`src/rtl/skf_pkg.sv`:
```
package skf_pkg;

  localparam logic [31:0] ONE_Q16   = 32'h0001_0000;
  localparam logic [16:0] GAIN_ONE  = 17'h1_0000;
  localparam int unsigned DIV_STEPS = 17;
  localparam int unsigned DIV_CNT_W = 5;

  typedef enum logic [2:0] {
    OP_UPD_GYRO  = 3'd0,
    OP_UPD       = 3'd1,
    OP_SET_NOISE = 3'd2,
    OP_RESET_ALL = 3'd3,
    OP_INIT      = 3'd4
  } op_e;

  typedef enum logic [3:0] {
    ST_IDLE,
    ST_LOAD,
    ST_PRED,
    ST_PRED_ACC,
    ST_DIV_START,
    ST_DIV,
    ST_GAIN,
    ST_GAIN_ACC,
    ST_COV_ACC,
    ST_DONE
  } state_e;

  typedef enum logic [1:0] {
    MUL_PRED,
    MUL_GAIN,
    MUL_COV
  } mul_sel_e;

  typedef struct packed {
    mul_sel_e mul_sel;
    logic     div_start;
    logic     cfg_we;
    logic     est_we;
    logic     cov_we;
    logic     out_load;
  } ctl_t;

  function automatic logic signed [31:0] sat32(input logic signed [36:0] v);
    logic signed [31:0] r;
    if (v > 37'sh0_7FFF_FFFF) begin
      r = 32'sh7FFF_FFFF;
    end else if (v < -37'sh0_8000_0000) begin
      r = 32'sh8000_0000;
    end else begin
      r = v[31:0];
    end
    return r;
  endfunction

endpackage

```
`src/rtl/skf_if.sv`:
```
interface skf_in_if;
  logic               valid;
  logic               ready;
  logic [2:0]         opcode;
  logic [2:0]         channel;
  logic signed [31:0] sample;
  logic signed [31:0] ang_rate;
  logic [15:0]        time_step;
  logic [23:0]        noise_q;
  logic [23:0]        noise_r;

  modport source (output valid, opcode, channel, sample, ang_rate, time_step, noise_q,
                  noise_r, input ready);
  modport sink (input valid, opcode, channel, sample, ang_rate, time_step, noise_q,
                noise_r, output ready);
endinterface

interface skf_out_if;
  logic               valid;
  logic               ready;
  logic [2:0]         channel_out;
  logic signed [31:0] estimate;
  logic [16:0]        gain;

  modport source (output valid, channel_out, estimate, gain, input ready);
  modport sink (input valid, channel_out, estimate, gain, output ready);
endinterface

```
`src/rtl/skf_mul.sv`:
```
module skf_mul
  import skf_pkg::*;
(
  input  logic               clk_i,
  input  logic signed [33:0] a_i,
  input  logic signed [17:0] b_i,
  output logic signed [51:0] p_o
);

  logic signed [51:0] p_q;

  always_ff @(posedge clk_i) begin
    p_q <= 52'(a_i) * 52'(b_i);
  end

  assign p_o = p_q;

endmodule

```
`src/rtl/skf_div.sv`:
```
module skf_div
  import skf_pkg::*;
(
  input  logic        clk_i,
  input  logic        rst_ni,
  input  logic        start_i,
  input  logic [31:0] num_i,
  input  logic [32:0] den_i,
  output logic        done_o,
  output logic [16:0] quot_o
);

  logic [DIV_CNT_W-1:0] cnt_q;
  logic                 done_q;
  logic [33:0]          rem_q;
  logic [32:0]          den_q;
  logic [16:0]          quo_q;
  logic [34:0]          diff;
  logic                 ge;
  logic [33:0]          rem_sel;

  // restoring division, one quotient bit per cycle, msb first
  assign diff    = {1'b0, rem_q} - {2'b00, den_q};
  assign ge      = ~diff[34];
  assign rem_sel = ge ? diff[33:0] : rem_q;

  always_ff @(posedge clk_i or negedge rst_ni) begin
    if (!rst_ni) begin
      cnt_q  <= '0;
      done_q <= 1'b0;
    end else begin
      done_q <= 1'b0;
      if (start_i) begin
        cnt_q <= DIV_CNT_W'(DIV_STEPS);
      end else if (cnt_q != '0) begin
        cnt_q  <= cnt_q - 1'b1;
        done_q <= (cnt_q == DIV_CNT_W'(1));
      end
    end
  end

  always_ff @(posedge clk_i) begin
    if (start_i) begin
      rem_q <= {2'b00, num_i};
      den_q <= den_i;
      quo_q <= '0;
    end else if (cnt_q != '0) begin
      rem_q <= {rem_sel[32:0], 1'b0};
      quo_q <= {quo_q[15:0], ge};
    end
  end

  assign done_o = done_q;
  assign quot_o = quo_q;

  assert property (@(posedge clk_i) disable iff (!rst_ni)
    done_q |-> cnt_q == '0)
    else $error("divider done while still stepping");

  assert property (@(posedge clk_i) disable iff (!rst_ni)
    done_q |-> quo_q <= GAIN_ONE)
    else $error("gain quotient above one");

  assert property (@(posedge clk_i) disable iff (!rst_ni)
    start_i |-> den_i != '0)
    else $error("divider started with zero divisor");

endmodule

```
`src/rtl/multichannel_scalar_kalman_filter.sv`:
```
// an update with gyro runs the prediction before the gain division; a simple update skips the prediction
// the 17-step gain divider runs only for updates; a zero divisor skips it
// flow: one item at a time, taken only in idle; the next item is taken while a result waits
// reset: estimates and noise clear to zero, every covariance returns to 1.0
// reset is asynchronous and active low, no clearing pass
module multichannel_scalar_kalman_filter
  import skf_pkg::*;
#(
  parameter int CHANNELS = 6
) (
  input  logic      clk_i,
  input  logic      rst_ni,
  skf_in_if.sink    in_i,
  skf_out_if.source out_o
);

  localparam int IDX_W = (CHANNELS > 1) ? $clog2(CHANNELS) : 1;
  localparam logic [4:0] CH_CNT = 5'(CHANNELS);

  state_e state_q, state_d;
  ctl_t   ctl;

  op_e                op_q;
  logic [2:0]         ch_q;
  logic signed [31:0] sample_q;
  logic signed [31:0] rate_q;
  logic [15:0]        dt_q;
  logic [23:0]        nq_q;
  logic [23:0]        nr_q;

  logic signed [31:0] est_q [CHANNELS];
  logic [31:0]        cov_q [CHANNELS];
  logic [23:0]        pq_q  [CHANNELS];
  logic [23:0]        pr_q  [CHANNELS];

  logic signed [31:0] xh_q;
  logic [31:0]        ph_q;
  logic signed [32:0] innov_q;
  logic [16:0]        k_q;

  logic               out_valid_q;
  logic [2:0]         out_ch_q;
  logic signed [31:0] out_est_q;
  logic [16:0]        out_gain_q;

  logic [IDX_W-1:0]   idx;
  logic               ch_ok;
  logic               is_upd;
  logic [32:0]        p_sum;
  logic [32:0]        den;
  logic               div_done;
  logic [16:0]        div_quot;
  logic signed [33:0] mul_a;
  logic signed [17:0] mul_b;
  logic signed [51:0] mul_p;
  logic signed [31:0] acc_sum;

  assign idx    = IDX_W'(ch_q);
  assign ch_ok  = {2'b00, ch_q} < CH_CNT;
  assign is_upd = (op_q == OP_UPD_GYRO) || (op_q == OP_UPD);
  assign p_sum  = {1'b0, cov_q[idx]} + {9'd0, pq_q[idx]};
  assign den    = {1'b0, ph_q} + {9'd0, pr_q[idx]};

  assign acc_sum = sat32({{5{xh_q[31]}}, xh_q} + {mul_p[51], mul_p[51:16]});

  // next state
  always_comb begin
    state_d = state_q;
    case (state_q)
      ST_IDLE: begin
        if (in_i.valid) state_d = ST_LOAD;
      end
      ST_LOAD: begin
        if (is_upd && ch_ok) begin
          state_d = (op_q == OP_UPD_GYRO) ? ST_PRED : ST_DIV_START;
        end else begin
          state_d = ST_DONE;
        end
      end
      ST_PRED:      state_d = ST_PRED_ACC;
      ST_PRED_ACC:  state_d = ST_DIV_START;
      ST_DIV_START: state_d = (den == '0) ? ST_GAIN : ST_DIV;
      ST_DIV: begin
        if (div_done) state_d = ST_GAIN;
      end
      ST_GAIN:      state_d = ST_GAIN_ACC;
      ST_GAIN_ACC:  state_d = ST_COV_ACC;
      ST_COV_ACC:   state_d = ST_DONE;
      ST_DONE: begin
        if (!out_valid_q || out_o.ready) state_d = ST_IDLE;
      end
      default:      state_d = ST_IDLE;
    endcase
  end

  // control outputs
  always_comb begin
    ctl = '{mul_sel: MUL_PRED, div_start: 1'b0, cfg_we: 1'b0, est_we: 1'b0,
            cov_we: 1'b0, out_load: 1'b0};
    case (state_q)
      ST_LOAD:      ctl.cfg_we = 1'b1;
      ST_PRED:      ctl.mul_sel = MUL_PRED;
      ST_DIV_START: ctl.div_start = (den != '0);
      ST_GAIN:      ctl.mul_sel = MUL_GAIN;
      ST_GAIN_ACC: begin
        ctl.mul_sel = MUL_COV;
        ctl.est_we  = 1'b1;
      end
      ST_COV_ACC:   ctl.cov_we = 1'b1;
      ST_DONE:      ctl.out_load = !out_valid_q || out_o.ready;
      default:      ;
    endcase
  end

  always_comb begin
    case (ctl.mul_sel)
      MUL_PRED: begin
        mul_a = {{2{rate_q[31]}}, rate_q};
        mul_b = {2'b00, dt_q};
      end
      MUL_GAIN: begin
        mul_a = {innov_q[32], innov_q};
        mul_b = {1'b0, k_q};
      end
      MUL_COV: begin
        mul_a = {2'b00, ph_q};
        mul_b = {1'b0, GAIN_ONE - k_q};
      end
      default: begin
        mul_a = '0;
        mul_b = '0;
      end
    endcase
  end

  skf_mul u_mul (
    .clk_i (clk_i),
    .a_i   (mul_a),
    .b_i   (mul_b),
    .p_o   (mul_p)
  );

  skf_div u_div (
    .clk_i   (clk_i),
    .rst_ni  (rst_ni),
    .start_i (ctl.div_start),
    .num_i   (ph_q),
    .den_i   (den),
    .done_o  (div_done),
    .quot_o  (div_quot)
  );

  always_ff @(posedge clk_i or negedge rst_ni) begin
    if (!rst_ni) begin
      state_q     <= ST_IDLE;
      out_valid_q <= 1'b0;
    end else begin
      state_q <= state_d;
      if (ctl.out_load) begin
        out_valid_q <= 1'b1;
      end else if (out_o.ready) begin
        out_valid_q <= 1'b0;
      end
    end
  end

  // channel state
  always_ff @(posedge clk_i or negedge rst_ni) begin
    if (!rst_ni) begin
      for (int i = 0; i < CHANNELS; i++) begin
        est_q[i] <= '0;
        cov_q[i] <= ONE_Q16;
        pq_q[i]  <= '0;
        pr_q[i]  <= '0;
      end
    end else begin
      if (ctl.cfg_we) begin
        if (op_q == OP_RESET_ALL) begin
          for (int i = 0; i < CHANNELS; i++) begin
            cov_q[i] <= ONE_Q16;
          end
        end else if (ch_ok && op_q == OP_SET_NOISE) begin
          pq_q[idx] <= nq_q;
          pr_q[idx] <= nr_q;
        end else if (ch_ok && op_q == OP_INIT) begin
          est_q[idx] <= sample_q;
          cov_q[idx] <= ONE_Q16;
          pq_q[idx]  <= nq_q;
          pr_q[idx]  <= nr_q;
        end
      end
      if (ctl.est_we) est_q[idx] <= acc_sum;
      if (ctl.cov_we) cov_q[idx] <= mul_p[47:16];
    end
  end

  // item capture and working registers
  always_ff @(posedge clk_i) begin
    if (state_q == ST_IDLE && in_i.valid) begin
      op_q     <= op_e'(in_i.opcode);
      ch_q     <= in_i.channel;
      sample_q <= in_i.sample;
      rate_q   <= in_i.ang_rate;
      dt_q     <= in_i.time_step;
      nq_q     <= in_i.noise_q;
      nr_q     <= in_i.noise_r;
    end
    case (state_q)
      ST_LOAD: begin
        xh_q <= est_q[idx];
        ph_q <= p_sum[32] ? 32'hFFFF_FFFF : p_sum[31:0];
        k_q  <= '0;
      end
      ST_PRED_ACC: xh_q <= acc_sum;
      ST_DIV_START: begin
        innov_q <= {sample_q[31], sample_q} - {xh_q[31], xh_q};
        if (den == '0) k_q <= GAIN_ONE;
      end
      ST_DIV: begin
        if (div_done) k_q <= div_quot;
      end
      default: ;
    endcase
    if (ctl.out_load) begin
      out_ch_q   <= ch_q;
      out_est_q  <= ch_ok ? est_q[idx] : '0;
      out_gain_q <= k_q;
    end
  end

  assign in_i.ready        = (state_q == ST_IDLE);
  assign out_o.valid       = out_valid_q;
  assign out_o.channel_out = out_ch_q;
  assign out_o.estimate    = out_est_q;
  assign out_o.gain        = out_gain_q;

  assert property (@(posedge clk_i) disable iff (!rst_ni)
    div_done |-> state_q == ST_DIV)
    else $error("gain quotient arrived outside division");

  assert property (@(posedge clk_i) disable iff (!rst_ni)
    state_q == ST_COV_ACC |=> state_q == ST_DONE)
    else $error("covariance write not followed by result");

  assert property (@(posedge clk_i) disable iff (!rst_ni)
    (state_q == ST_DONE && !(is_upd && ch_ok)) |-> k_q == '0)
    else $error("nonzero gain on an item that is no update");

  assert property (@(posedge clk_i) disable iff (!rst_ni)
    (state_q == ST_GAIN) |-> k_q <= GAIN_ONE)
    else $error("gain above one before estimate update");

endmodule
```
`src/flat_wrapper.sv`:
```
// flat-port wrapper written by rule: the top's interface ports become plain ports
module multichannel_scalar_kalman_filter_flat import skf_pkg::*;
#(
  parameter int CHANNELS = 6
)
  (clk_i, rst_ni, in_i_valid, in_i_opcode, in_i_channel, in_i_sample, in_i_ang_rate, in_i_time_step, in_i_noise_q, in_i_noise_r, in_i_ready, out_o_valid, out_o_channel_out, out_o_estimate, out_o_gain, out_o_ready);
  skf_in_if in_i_i ();
  skf_out_if out_o_i ();
  input  logic clk_i;
  input  logic rst_ni;
  input wire logic [$bits(in_i_i.valid)-1:0] in_i_valid;
  input wire logic [$bits(in_i_i.opcode)-1:0] in_i_opcode;
  input wire logic [$bits(in_i_i.channel)-1:0] in_i_channel;
  input wire logic [$bits(in_i_i.sample)-1:0] in_i_sample;
  input wire logic [$bits(in_i_i.ang_rate)-1:0] in_i_ang_rate;
  input wire logic [$bits(in_i_i.time_step)-1:0] in_i_time_step;
  input wire logic [$bits(in_i_i.noise_q)-1:0] in_i_noise_q;
  input wire logic [$bits(in_i_i.noise_r)-1:0] in_i_noise_r;
  output wire logic [$bits(in_i_i.ready)-1:0] in_i_ready;
  output wire logic [$bits(out_o_i.valid)-1:0] out_o_valid;
  output wire logic [$bits(out_o_i.channel_out)-1:0] out_o_channel_out;
  output wire logic [$bits(out_o_i.estimate)-1:0] out_o_estimate;
  output wire logic [$bits(out_o_i.gain)-1:0] out_o_gain;
  input wire logic [$bits(out_o_i.ready)-1:0] out_o_ready;
  assign in_i_i.valid = in_i_valid;
  assign in_i_i.opcode = in_i_opcode;
  assign in_i_i.channel = in_i_channel;
  assign in_i_i.sample = in_i_sample;
  assign in_i_i.ang_rate = in_i_ang_rate;
  assign in_i_i.time_step = in_i_time_step;
  assign in_i_i.noise_q = in_i_noise_q;
  assign in_i_i.noise_r = in_i_noise_r;
  assign in_i_ready = in_i_i.ready;
  assign out_o_valid = out_o_i.valid;
  assign out_o_channel_out = out_o_i.channel_out;
  assign out_o_estimate = out_o_i.estimate;
  assign out_o_gain = out_o_i.gain;
  assign out_o_i.ready = out_o_ready;
  multichannel_scalar_kalman_filter #(.CHANNELS(CHANNELS)) u_core (.clk_i(clk_i), .rst_ni(rst_ni), .in_i(in_i_i), .out_o(out_o_i));
endmodule
```
`config.mk`:
```
export PLATFORM = sky130hd
export DESIGN_NAME = multichannel_scalar_kalman_filter_flat
export DESIGN_NICKNAME = d
export VERILOG_FILES = /design/src/rtl/skf_pkg.sv /design/src/rtl/skf_if.sv /design/src/rtl/skf_mul.sv /design/src/rtl/skf_div.sv /design/src/rtl/multichannel_scalar_kalman_filter.sv /design/src/flat_wrapper.sv
export SDC_FILE = /design/constraint.sdc
export NUM_CORES = 2
export LEC_CHECK = 0
export ABC_CLOCK_PERIOD_IN_PS = 18450
export BUFFER_PORTS_ARGS = -buffer_cell sky130_fd_sc_hd__buf_2
export CORE_MARGIN = 4
export CORE_UTILIZATION = 55
export CTS_CLUSTER_SIZE = 8
export DETAILED_ROUTE_END_ITERATION = 12
export GPL_TIMING_DRIVEN = 0
export PLACE_DENSITY_LB_ADDON = 0.2
export SYNTH_ARGS = -nofsm -noshare
export SYNTH_HDL_FRONTEND = slang
export SYNTH_SLANG_ARGS = --single-unit
```
`constraint.sdc`:
```
create_clock -name clk_i -period 18.45 [get_ports clk_i]
set_input_delay 0.9225 -clock clk_i [delete_from_list [all_inputs] [get_ports clk_i]]
set_output_delay 0.9225 -clock clk_i [all_outputs]
set_load 0.01 [all_outputs]
```
==> Word level (Yosys, flattened, before mapping) <==
Index checks and enable logic that the tools add are counted.
{ "classes": {"mul": 1, "div_mod_pow": 0, "n_lt_le_gt_ge": 5, "reduce_logical": 22, "muxes": 65, "n_shift": 0, "eq_ne": 20, "add_sub_neg": 7, "bitwise_logic": 6} }
{ "op_table": {"columns": ["cell", "n"], "rows": [
  ["192-bit two-way mux", 10],
  ["192-bit bitwise mux", 3],
  ["144-bit two-way mux", 4],
  ["144-bit bitwise mux", 2],
  ["32-bit two-way mux", 9],
  ["32-bit binary-select mux with 3-bit select", 2],
  ["186-bit AND", 1],
  ["186-bit inverter", 1],
  ["24-bit binary-select mux with 3-bit select", 2],
  ["24-bit two-way mux", 5],
  ["17-bit case mux with 3 select lines", 2],
  ["34-bit case mux with 3 select lines", 1],
  ["32-bit demux with 3-bit select", 1],
  ["24-bit demux with 3-bit select", 1],
  ["32-bit by 24-bit adder with 33-bit output", 2],
  ["32-bit case mux with 2 select lines", 1],
  ["34-bit by 18-bit multiplier with 52-bit output", 1],
  ["4-bit case mux with 10 select lines", 1],
  ["32-bit by 36-bit adder with 37-bit output", 1],
  ["37-bit by 32-bit > comparator with 1-bit output (second input constant)", 1],
  ["37-bit by 32-bit < comparator with 1-bit output (second input constant)", 1],
  ["34-bit by 33-bit subtractor with 35-bit output", 1],
  ["17-bit two-way mux", 2],
  ["33-bit logical NOT", 1],
  ["other kinds (39)", 70]
]} }
{ "word_totals": {"latchBits": 0, "ramBits": 0, "mem_bits_ro": 0, "n_memories": 0, "in_bits": 138, "out_inout_bits": 54, "reg_bits": 1119} }

==> Depth between registers and ports, before layout <==
{ "depth": {"depth_word": 13, "mapped_depth": 35, "mapped_depth_nobuf": 33} }

==> Cells and area by module <==
A second synthesis with hierarchy kept.
{ "unflattened": {"hier_cells": 7190, "area_unflattened_um2": 74818.0} }
{ "by_module_without_submodules": {"columns": ["module", "cells_per_inst", "instances", "area_each_um2"], "rows": [
  ["multichannel_scalar_kalman_filter", 4212, 1, 47455.5],
  ["skf_mul", 2394, 1, 21861.0],
  ["skf_div", 584, 1, 5501.5]
]} }

==> Least setup slack after synthesis <==
No wires, ideal clock.
{ "synth_timing": {"path_type": "reg2reg", "startpoint": "register u_core.k_q[4]", "endpoint": "register u_core.u_mul.p_q[51] (netlist: u_core.u_mul.p_o[51])", "path_buffers": 1, "stages_incl_launch_ff": 30, "arrival_time_ps": 8421, "setup_time_ps": 122, "slack_ps": 9907, "required_time_ps": 18328, "path_cell_list": "edfxtp_1 -> or4_1 -> or2_2 -> or3_1 -> o31ai_1 -> xor2_1 -> o21ai_1 -> clkbuf_1 -> nand2_1 -> fa_1 -> inv_1 -> fa_1 -> fa_1 -> fa_1 -> fa_1 -> inv_1 -> fa_1 -> inv_1 -> ha_1 -> a21o_1 -> a21o_1 -> a211o_1 -> a221o_1 -> a211o_1 -> a21oi_1 -> o31ai_1 -> a221o_1 -> a21oi_1 -> nor2b_1 -> a311o_1"} }
{ "synth_via": {"elab_chain_len": 3} }
{ "synth_lines": {"columns": ["item", "line_no", "rtl"], "rows": [
  ["start: declaration", "multichannel_scalar_kalman_filter.sv:39", "logic [16:0] k_q;"],
  ["start signal: assignment", "multichannel_scalar_kalman_filter.sv:220", "if (div_done) k_q <= div_quot;"],
  ["17-bit subtractor", "multichannel_scalar_kalman_filter.sv:127", "mul_b = {1'b0, GAIN_ONE - k_q};"],
  ["17-bit case mux with 3 select lines (*)", "multichannel_scalar_kalman_filter.sv:116", "case (ctl.mul_sel)"],
  ["34-bit by 18-bit multiplier with 52-bit output (*)", "skf_mul.sv:13", "p_q <= 52'(a_i) * 52'(b_i);"],
  ["end signal: assignment", "skf_mul.sv:13", null],
  ["end: declaration", "skf_mul.sv:10", "logic signed [51:0] p_q;"]
]} }
Every way passes the cells marked *; elsewhere a longest branch is shown, timed or not.
A chain may end at the register's enable or synchronous reset.

==> Final worst setup path <==
{ "layout_timing": {"startpoint": "register u_core.state_q[2]", "endpoint": "register u_core.u_mul.p_q[51] (netlist: u_core.u_mul.p_o[51])"} }
{ "layout_via": {"elab_chain_len": 5, "word_cells_on_any_way": 9} }
{ "layout_lines": {"columns": ["item", "line_no", "rtl"], "rows": [
  ["start: declaration", "multichannel_scalar_kalman_filter.sv:20", "state_e state_q, state_d;"],
  ["start signal: assignment", "multichannel_scalar_kalman_filter.sv:158", "state_q <= state_d;"],
  ["4-bit by 3-bit == test with 1-bit output", "multichannel_scalar_kalman_filter.sv:100", "case (state_q)"],
  ["2-bit case mux with 2 select lines (*)", "multichannel_scalar_kalman_filter.sv:100", null],
  ["2-bit == test (tied with other cells)", "multichannel_scalar_kalman_filter.sv:116", null],
  ["34-bit case mux with 3 select lines or 17-bit case mux with 3 select lines (tied branches)", "multichannel_scalar_kalman_filter.sv:116", null],
  ["34-bit by 18-bit multiplier with 52-bit output (*)", "skf_mul.sv:13", null]
]} }
Marked as above.

==> results_dict.tcl <==
set metrics [dict create \
    violations "capacitance limit, slew limit" \
    cpMostUsedCell "fa_1" \
    period_minus_slack_ps 12290 \
    synth_ff_type "dfrtp_1" \
    syn-cell-area_um2 72100 \
    netlist_top_cells_area "dfrtp_1, edfxtp_1, fa_1, mux2_2, ha_1" \
    antenna_found_initial 3 \
    place_ws_ps 6340 \
    syn_avg_cell_area_um2 10.5 \
    vias_per_cell 6.36 \
    die_height_um 370 \
    synth_top_cell_area_share_pct 23.5 \
    cts_made_buffers 158 \
    yosysTopAreaCell "dfrtp_1" \
    grt_setup_unrepaired "false" \
    synth-edff-count 365 \
    grt_pass1_vias 57300 \
    grt_pass1_wl_mm 367 \
    drc_errors 0 \
    cts.clk_slew.worst_paths_ps 50 \
    syn_inst 6835 \
    grt.overflow.total 0 \
    min_path_type "primary input to asynchronous set/reset pin" \
    die-area_um2 137000 \
    die_w_um 370 \
    path_delay_family "compound AO/OA/AOI/OAI gates" \
    final_nets 8156 \
    syn_to_final_growth_pct 11.4 \
    r2r_cells 29 \
    finalSetupTns_ps 0 \
    path_class "flip-flop to flip-flop" \
    grt_max_degree 122 \
    crit_buf_inv 6 \
    synth.distinct_cells 83 \
    finalCritPeriodShare_pct 66.6 \
    slew_headroom_pct -1.15 \
    worstSkewPairLatency_ps 810 \
    cp_slowest_stage_delay_ps 1020 \
    synth-seq-cells 1103 \
    num_vias 57500 \
    reg2reg_slack_ps 6160 \
    cap_viol_max_count 1 \
    r2r-end "u_core.u_mul.p_o[51]" \
    endpoint_kind "flip-flop" \
    clockBufferDepth 3 \
    drt_iter0_drc 6789 \
    cts_hold_buf 0 \
    cts.sinks 1103 \
    drt_wl_total_mm 248 \
    slew_violations 11 \
    wl_per_cell_um 27.4 \
    grt_util_all_layers_pct 36.2 \
    ant_nets 0 \
    async_flop_share_pct 61.9 \
    cts.root.buffer_cell "clkbuf_16" \
    cts_tree "done" \
    place_congestion 1.09 \
    worst_pin_slew_ps 1520 \
    crit_slowest_cell "a221oi_1" \
    synth_nets 7787 \
    r2r-start "u_core.state_q[2]" \
    start_kind "flip-flop" \
    status "finished with violations" \
    max_freq_mhz 81.3 \
    fin_ws_ps 6160 \
    core_um2 130000 \
    final-seq-area_um2 29200 \
    fin_worst_skew_ps 63.7 \
    setup_viol 0 \
    multi_input_area_um2 38900 \
    io_pins 192 \
    rows 132 \
    htreeDepth 4 \
    required_ps 19130 \
    arrival_ps 12970 \
    drive_gt1_share_pct 10.3 \
    first_pass_iters 6 \
    finalHoldViolCount 0 \
    hpwl_mm 187 \
    yosysWarnings 0 \
    cts-resized-gates 0 \
    io_buffers 191 \
    seq_area_frac_synth_pct 40.4 \
    start_util_pct 55.5 \
    fillers 10700 \
    post_cts_buffers 0 \
    cp_max_fo 10 \
]
## stage by stage
stage / cells / hold slack, ps / utilization, % / instance area, um2
3_5_place_dp: 8786 / 469 / 58.2 / 75600
2_1_floorplan: 6835 / 439 / - / 72100
5_1_grt: 9037 / 61.8 / 61.8 / 80300
4_1_cts: 9037 / 31.0 / 61.8 / 80300
6_report: 9040 / 61.6 / 61.8 / 80300
3_3_place_gp: 8768 / 473 / 58.0 / 75200
## logic make-up after synthesis
group | Yosys count | synth area share (%)
compound gates | 1464 | 14.9
xor+xnor | 181 | 2.20
fa+ha+maj | 814 | 19.8
buf+inv | 1082 | 5.70
flops | 1103 | 40.4
mux | 434 | 6.58
simple gates | 1757 | 10.4
## per-layer routing
layer	share of wire (%)	vias up	track usage, %
li1	-	24500	-
met1	40	28900	49.6
met2	42	3433	52.3
met3	12	777	10.3
met4	6.4	2	19.5
met5	0.0052	-	0
## how the worst max path moves through the flow
| stage | from | endpoint | slack, ps | cells past startpoint |
|---|---|---|---|---|
| 2_1_floorplan | u_core.k_q[4] | u_core.u_mul.p_o[51] | 9910 | 29 |
| 3_3_place_gp | rst_ni | u_core.est_q[151] | 1870 | 1 |
| 6_report | u_core.state_q[2] | u_core.u_mul.p_o[51] | 6160 | 29 |
| 3_5_place_dp | u_core.state_q[2] | u_core.u_mul.p_o[51] | 6340 | 29 |
| 5_1_grt | u_core.state_q[2] | u_core.u_mul.p_o[51] | 5640 | 29 |
| 4_1_cts | u_core.state_q[2] | u_core.u_mul.p_o[51] | 6390 | 29 |
## cells in the mapped netlist (113+ instances only)
master and number:
nand2_1 849, inv_1 710, dfrtp_1 677, fa_1 543
nor2_1 484, edfxtp_1 365, a22oi_1 341, clkbuf_1 334
mux2_2 310, ha_1 271, a22o_1 187, o21ai_0 184
a21oi_1 180, nand3_1 148, a32o_1 114, mux2i_1 113
## state kept, by name (all words and copies together) (netlist names), 4 cells and up
register	flops
u_core.pq_q	144
u_core.cov_q	192
u_core.est_q	192
u_core.ph_q	32
u_core.u_div.den_q	33
u_core.pr_q	144
u_core.u_div.rem_q	34
u_core.nr_q	24
u_core.u_mul.p_o	36
u_core.out_o.estimate	32
u_core.sample_q	32
u_core.innov_q	33
u_core.nq_q	24
u_core.rate_q	32
u_core.dt_q	16
u_core.u_div.cnt_q	5
u_core.u_div.quot_o	17
u_core.xh_q	32
u_core.out_o.gain	17
u_core.k_q	17
u_core.state_q	4
## cells in the final DEF, fill, tap and decap left out, types with 55 or more instances in the layout
master,n
a221oi_1,57
edfxtp_1,365
nor2_1,484
clkbuf_1,405
a22oi_1,341
fa_1,543
buf_2,193
a32o_1,114
nand2b_1,55
o21ai_0,182
mux2_2,310
mux2i_1,113
dfxtp_1,55
xor2_1,69
nand3_1,148
a21o_1,93
xnor2_1,112
ha_1,271
a21oi_1,180
inv_1,709
clkbuf_16,158
a22o_1,187
nand2_1,848
dfrtp_1,677
o21a_1,70
## layout make-up
cell class / instances / area share, %
diodes: 3 / 0.00935
repair buffers: 209 / 1.62
well taps: 1742 / 2.71
plain buffers: 372 / 1.80
flip-flops and latches: 1103 / 36.3
inverters: 710 / 3.32
clock inverters: 19 / 0.524
clock buffers: 232 / 5.30
multi-input cells: 4650 / 48.4
Power is left out: the tool's default activity adds up to more than one toggle a clock period on the data nets, which glitch-free logic cannot reach.
